File: config.mk
export PLATFORM = sky130hd
export DESIGN_NAME = mrh_ctrl
export DESIGN_NICKNAME = d
export VERILOG_FILES = /design/src/rtl/mrh_pkg.sv /design/src/rtl/mrh_ctrl.sv
export SDC_FILE = /design/constraint.sdc
export NUM_CORES = 1
export LEC_CHECK = 0
export ABC_AREA = 1
export BUFFER_PORTS_ARGS = -buffer_cell sky130_fd_sc_hd__buf_4
export CAP_MARGIN = 0
export CELL_PAD_IN_SITES_DETAIL_PLACEMENT = 1
export CELL_PAD_IN_SITES_GLOBAL_PLACEMENT = 1
export CORE_MARGIN = 4
export CORE_UTILIZATION = 29
export CTS_CLUSTER_SIZE = 20
export DETAILED_ROUTE_END_ITERATION = 6
export PLACE_DENSITY_LB_ADDON = 0.1
export SLEW_MARGIN = 10
export SYNTH_ARGS = -nofsm -noshare
export SYNTH_HDL_FRONTEND = slang
export SYNTH_SLANG_ARGS = --single-unit
File: constraint.sdc
create_clock -name clock -period 1.4 [get_ports clock]
set_clock_uncertainty 0.05 [all_clocks]
set_input_delay 0.14 -clock clock [delete_from_list [all_inputs] [get_ports clock]]
set_output_delay 0.14 -clock clock [all_outputs]
set_load 0.05 [all_outputs]
File: src/rtl/mrh_pkg.sv
// ----------------------------------------------------------------------------
// mrh_pkg
// Shared types, constants and helpers for the residue-class histogram: the
// command codes, register indexes, controller states and the command and
// status bundles between the controller and the datapath.
// ----------------------------------------------------------------------------
package mrh_pkg;

   // Default sizes handed to the top level.
   localparam int MAX_BINS_DEF    = 256;
   localparam int VALUE_WIDTH_DEF = 16;

   // Fixed field widths.
   localparam int CMD_W       = 2;
   localparam int OPERAND_W   = 16;
   localparam int COUNT_W     = 16;
   localparam int MODULUS_W   = 8;
   localparam int LIMIT_W     = 16;
   localparam int CSR_IDX_W   = 1;
   localparam int CSR_DATA_W  = 16;
   localparam int REQ_TDATA_W = 24;
   localparam int RSP_TDATA_W = 40;

   // Register reset values and the count ceiling.
   localparam logic [MODULUS_W-1:0] MODULUS_RESET = 8'd1;
   localparam logic [LIMIT_W-1:0]   LIMIT_RESET   = 16'd3000;
   localparam logic [COUNT_W-1:0]   COUNT_MAX     = 16'hFFFF;

   // Register indexes on the configuration port.
   localparam logic [CSR_IDX_W-1:0] CSR_MODULUS = 1'b0;
   localparam logic [CSR_IDX_W-1:0] CSR_LIMIT   = 1'b1;

   // Request command codes.
   typedef enum logic [CMD_W-1:0] {
      CMD_CLEAR = 2'd0,
      CMD_ADD   = 2'd1,
      CMD_READ  = 2'd2,
      CMD_NONE  = 2'd3
   } mrh_cmd_type;

   // Controller states.
   typedef enum logic [3:0] {
      ST_SWEEP,
      ST_IDLE,
      ST_DECODE,
      ST_DIV1,
      ST_RANGE,
      ST_DIV2,
      ST_READ,
      ST_APPLY,
      ST_RESULT
   } mrh_state_type;

   // Commands from the controller to the datapath.
   typedef struct packed {
      logic capture;      // take the request into the working registers
      logic decode;       // prime the result fields
      logic clear_total;  // zero the accepted total and restart the sweep
      logic div_load;     // load the divider
      logic div_phase2;   // with div_load: reduce the residue by the bin count
      logic div_step;     // one restoring division step
      logic mem_read;     // read the addressed bin
      logic apply;        // write back the bin and total, or latch the read
      logic sweep_step;   // zero one bin of the store
      logic result_load;  // move the result into the output register
   } mrh_ctrl_type;

   // Status from the datapath to the controller.
   typedef struct packed {
      mrh_cmd_type cmd;          // command of the current request
      logic        in_limit;     // sample is not above the limit
      logic        rd_in_range;  // read index addresses a stored bin
      logic        div_last;     // the current division step is the final one
      logic        res_ge_bins;  // residue lies beyond the store
      logic        sweep_last;   // the sweep is on its final bin
      logic        rsp_free;     // the output register can take a result
   } mrh_status_type;

   // Saturating increment of a count.
   function automatic logic [COUNT_W-1:0] sat_inc(input logic [COUNT_W-1:0] v);
      logic [COUNT_W-1:0] r;
      r = (v == COUNT_MAX) ? v : v + COUNT_W'(1);
      return r;
   endfunction

endpackage

File: src/rtl/mrh_ctrl.sv
// ----------------------------------------------------------------------------
// mrh_ctrl
// Sequencer of the histogram: clearing sweep, request decode, the two
// division passes, the read-modify-write of a bin and the result hand-off.
// ----------------------------------------------------------------------------
module mrh_ctrl
   import mrh_pkg::*;
(
   input  logic           clock,
   input  logic           reset,
   input  logic           req_tvalid,
   output logic           req_tready,
   input  mrh_status_type status,
   output mrh_ctrl_type   ctrl
);

   mrh_state_type state_ff, state_in;
   logic          reply_ff, reply_in;

   // State register; reset starts with a sweep of the whole store.
   always_ff @(posedge clock) begin
      if (reset) begin
         state_ff <= ST_SWEEP;
         reply_ff <= 1'b0;
      end else begin
         state_ff <= state_in;
         reply_ff <= reply_in;
      end
   end

   // Next state and commands.
   always_comb begin
      state_in   = state_ff;
      reply_in   = reply_ff;
      req_tready = 1'b0;
      ctrl       = '0;
      unique case (state_ff)
         ST_SWEEP: begin
            ctrl.sweep_step = 1'b1;
            if (status.sweep_last) begin
               state_in = reply_ff ? ST_RESULT : ST_IDLE;
               reply_in = 1'b0;
            end
         end
         ST_IDLE: begin
            req_tready   = 1'b1;
            ctrl.capture = req_tvalid;
            if (req_tvalid) begin
               state_in = ST_DECODE;
            end
         end
         ST_DECODE: begin
            ctrl.decode = 1'b1;
            unique case (status.cmd)
               CMD_CLEAR: begin
                  ctrl.clear_total = 1'b1;
                  reply_in         = 1'b1;
                  state_in         = ST_SWEEP;
               end
               CMD_ADD: begin
                  if (status.in_limit) begin
                     ctrl.div_load = 1'b1;
                     state_in      = ST_DIV1;
                  end else begin
                     state_in = ST_RESULT;
                  end
               end
               CMD_READ: begin
                  state_in = status.rd_in_range ? ST_READ : ST_RESULT;
               end
               CMD_NONE: begin
                  state_in = ST_RESULT;
               end
               default: begin
                  state_in = ST_RESULT;
               end
            endcase
         end
         ST_DIV1: begin
            ctrl.div_step = 1'b1;
            if (status.div_last) begin
               state_in = ST_RANGE;
            end
         end
         ST_RANGE: begin
            if (status.res_ge_bins) begin
               ctrl.div_load   = 1'b1;
               ctrl.div_phase2 = 1'b1;
               state_in        = ST_DIV2;
            end else begin
               state_in = ST_READ;
            end
         end
         ST_DIV2: begin
            ctrl.div_step = 1'b1;
            if (status.div_last) begin
               state_in = ST_READ;
            end
         end
         ST_READ: begin
            ctrl.mem_read = 1'b1;
            state_in      = ST_APPLY;
         end
         ST_APPLY: begin
            ctrl.apply = 1'b1;
            state_in   = ST_RESULT;
         end
         ST_RESULT: begin
            if (status.rsp_free) begin
               ctrl.result_load = 1'b1;
               state_in         = ST_IDLE;
            end
         end
         default: begin
            state_in = ST_IDLE;
         end
      endcase
   end

endmodule

==> results list <==
- Run status: finished with violations
* Violated checks: negative setup slack
- Layout Area Growth over Synthesis: 100.5%
* Nature of the critical path startpoint: register
- The core region is 1708 µm².
- Total non-filler cell area in the finished layout: 1041 µm²
- Port Buffers: 21
* Minimum hold slack: 0.1485 ns
- Number of top-level pins: 22
- The synthesized design contains 5 register bits.
- In the post-route analysis, the smallest setup slack over all paths is -0.03293 ns.
- In this run the mean area of a mapped cell was 5.524 µm².
* Compound-cell area share of the yosys netlist: 7.470%
- Number of setup violations in the final report: 10
- Type of the tightest min-delay check: in -> reg
* Arrival time worst endpoint: 1.24 ns
* Quantity of hold-fixing buffers added after cts: 0
- Synth Cell Area: 519.2 µm²
* Share of cell area taken by muxes after synthesis: 0%
* Worst path required time: 1.21 ns
* Remaining Overflow, GRT: 0
* Worst supply voltage drop on vdd: 0.001941 V
* Remaining antenna violation count after routing: 0
* Cell count after placement: 142
* H-tree depth: 1
* Final period utilization: 102.4%
- After layout, the minimum clock period comes to 1.433 ns.
- At the later pin of the worst-skew pair, clock insertion delay measures 0.24 ns.
- Number of failing hold endpoints at the final stage: 0
* Horizontal die dimension: 50.32 µm
* Slew Viols, Final: 0
- Die Outline Area: 2532 µm²
- Fin util: 60.95%
* Antenna violations before repair: 0
- Leakage: 0.0005576 µW
- Entering global routing, the biggest net connects 8 pins.
- Max Fclk: 697.9 MHz
- In the final routed layout, each cell accounts on average for 13.23 µm.
* Max-Slew Margin vs Limit: 85.08%
* Total clock sinks: 5
- Fraction of the yosys area taken by sequential cells: 19.28%
* Total iterations of the first detailed-routing run: 2
- TritonCTS built the clock tree.
* Via count of the first global-routing pass: 761
- For this run, the number of standard cells in the final layout without fillers is 160.
- Number of library cell types mapped by synthesis: 17
- Xor/xnor cell area share of the yosys netlist: 0%
- Total vias in the final route: 743
- Routability Congestion: 0.8050
- Detailed placement finished with a half-perimeter wire length of 1460 µm.
- Clock root buffer: sky130_fd_sc_hd__clkbuf_4
- The post-route netlist has 57.04% of its cells at a drive strength greater than 1.
- Drt first-iter violations: 6
* Setup TNS Final: -0.1545 ns
- After clock tree synthesis, the clock-pin slew on the worst setup and hold paths is 0.04 ns.
- After synthesis, the largest family of logic cells by area is simple AND/OR/NAND/NOR gates.
* Mapped Nets: 105
- The net count of the finished layout is 147.
- Actual slew at the worst max-slew pin: 0.2221 ns
- Die H: 50.32 µm
- Worst Setup Path Type: reg -> out
* Site row count: 15
- Once the floorplan was initialized, standard cells occupied 30.40% of the core.
- TritonCTS created 3 clock buffers.
- In the routed design, unresolved DRC markers number 0.
- Yosys printed 0 warnings.
* Diodes inserted: 0
- The synthesized netlist devotes 57.35% of its cell area to simple gates.
- Gate Count Post-Synth: 94
- Placed Instance Area: 748.2 µm²
* Maximum count of clock buffers along a single path: 2
* Total power divided by cell area: 2765 nW/µm²
* Setup repair after global routing missed its margin: yes
- Post-synthesis adder-cell area fraction: 0%
* Endpoint kind of the worst setup timing path: output pin
- Total global routing track utilization: 16.45%
- Maximum fanout count along the critical path: 6
* Routed wire length: 2116 µm
- The tool flagged a number of max-cap violations equal to 0.
- Via/cell ratio: 4.644
- Wire length of the first global-routing pass: 3194 µm
## kinds of logic (layout without fill, tap and decap cells)
logic type	count (synthesis)	after routing
AOI/OAI and AO/OA	7	7
buffers and inverters	21	62
DFF	5	5
and+or+nand+nor	61	61
## registers in the layout, indices dropped and copies added, names as in the netlist
| signal | flops |
|---|---|
| reply_ff | 1 |
| state_ff | 4 |
## what timing repair did
item	4_1_cts	5_1_grt
resized for setup	26	21
setup endpoints to repair	11	16
setup buffers	11	4
gates cloned	0	0
pin swaps	7	7
## through the flow
| stage | power, µW | worst slack, ns |
|---|---|---|
| after global placement | 1906 | 0.02499 |
| after detailed placement | 1939 | 0.02524 |
| after floorplan | 1474 | 0.03609 |
| final | 2878 | -0.03293 |
| after CTS | 2525 | -0.05304 |
| after global routing | 3099 | -0.1121 |
## layout by cell type, fill, tap and decap left out, drive strengths merged
master	count
o21ai	4
inv	19
dfxtp	5
clkbuf	4
nor4	1
nand2	25
a21oi	3
buf	38
nor2	23
clkinv	1
nand3	11
nand3b	1
## synthesized netlist by cell type
cell	count	area, µm²
sky130_fd_sc_hd__nand2_2	3	18.77
sky130_fd_sc_hd__o21ai_2	1	8.760
sky130_fd_sc_hd__nand2_1	22	82.58
sky130_fd_sc_hd__nor2_2	2	12.51
sky130_fd_sc_hd__nor2_4	3	33.78
sky130_fd_sc_hd__inv_2	6	22.52
sky130_fd_sc_hd__clkinv_1	1	3.750
sky130_fd_sc_hd__inv_1	13	48.80
sky130_fd_sc_hd__dfxtp_1	5	100.1
sky130_fd_sc_hd__nor4_1	1	6.260
sky130_fd_sc_hd__nand3_1	9	45.04
sky130_fd_sc_hd__nand3_2	2	20.02
sky130_fd_sc_hd__a21oi_1	3	15.01
sky130_fd_sc_hd__nand3b_2	1	11.26
sky130_fd_sc_hd__o21ai_1	3	15.01
sky130_fd_sc_hd__buf_4	1	7.510
sky130_fd_sc_hd__nor2_1	18	67.56
## where the power goes
| group | internal (µW) | switching (µW) | total [µW] | leakage (µW) |
|---|---|---|---|---|
| sequential | 251 | 121 | 371 | 0.0000439 |
| clock | 108 | 58.9 | 167 | 0.0000150 |
| combinational | 974 | 1370 | 2340 | 0.000499 |
| total | 1330 | 1550 | 2880 | 0.000558 |
## per-layer routing
metal / track usage (%) / vias up / routed length, µm
met4: 2.691 / 0 / 15
met1: 18.02 / 357 / 847
li1: - / 369 / -
met2: 31.52 / 15 / 1182
met3: 4.451 / 2 / 71
met5: 0 / - / 0
## area by class of cell
type | count | area, µm²
fill | 224 | 666.9
sequential | 5 | 115.1
inverter | 20 | 82.58
tap | 25 | 31.28
clock buffer | 4 | 26.28
timing repair buffer | 38 | 345.3
multi-input combinational | 68 | 440.4
## worst paths after layout
kind / to / slack [ns] / from / depth (start not counted)
setup / recovery: ctrl[9] / -0.03 / state_ff[2]$_SDFFE_PP0P_ / 5
hold / removal: reply_ff$_SDFFE_PP0P_ / 0.15 / status[1] / 4
setup reg to reg: state_ff[1]$_SDFFE_PP0P_ / -0.01 / state_ff[1]$_SDFFE_PP0P_ / 9
hold reg to reg: reply_ff$_SDFFE_PP0P_ / 0.44 / reply_ff$_SDFFE_PP0P_ / 2
## critical path, stage by stage (launching register included)
cell                      delay (ns)
sky130_fd_sc_hd__dfxtp_4        0.36
sky130_fd_sc_hd__nor2_4         0.20
sky130_fd_sc_hd__buf_6          0.14
sky130_fd_sc_hd__nand2_4        0.06
sky130_fd_sc_hd__nor2_4         0.08
sky130_fd_sc_hd__buf_6          0.16
(Power assumes the default switching activity.)
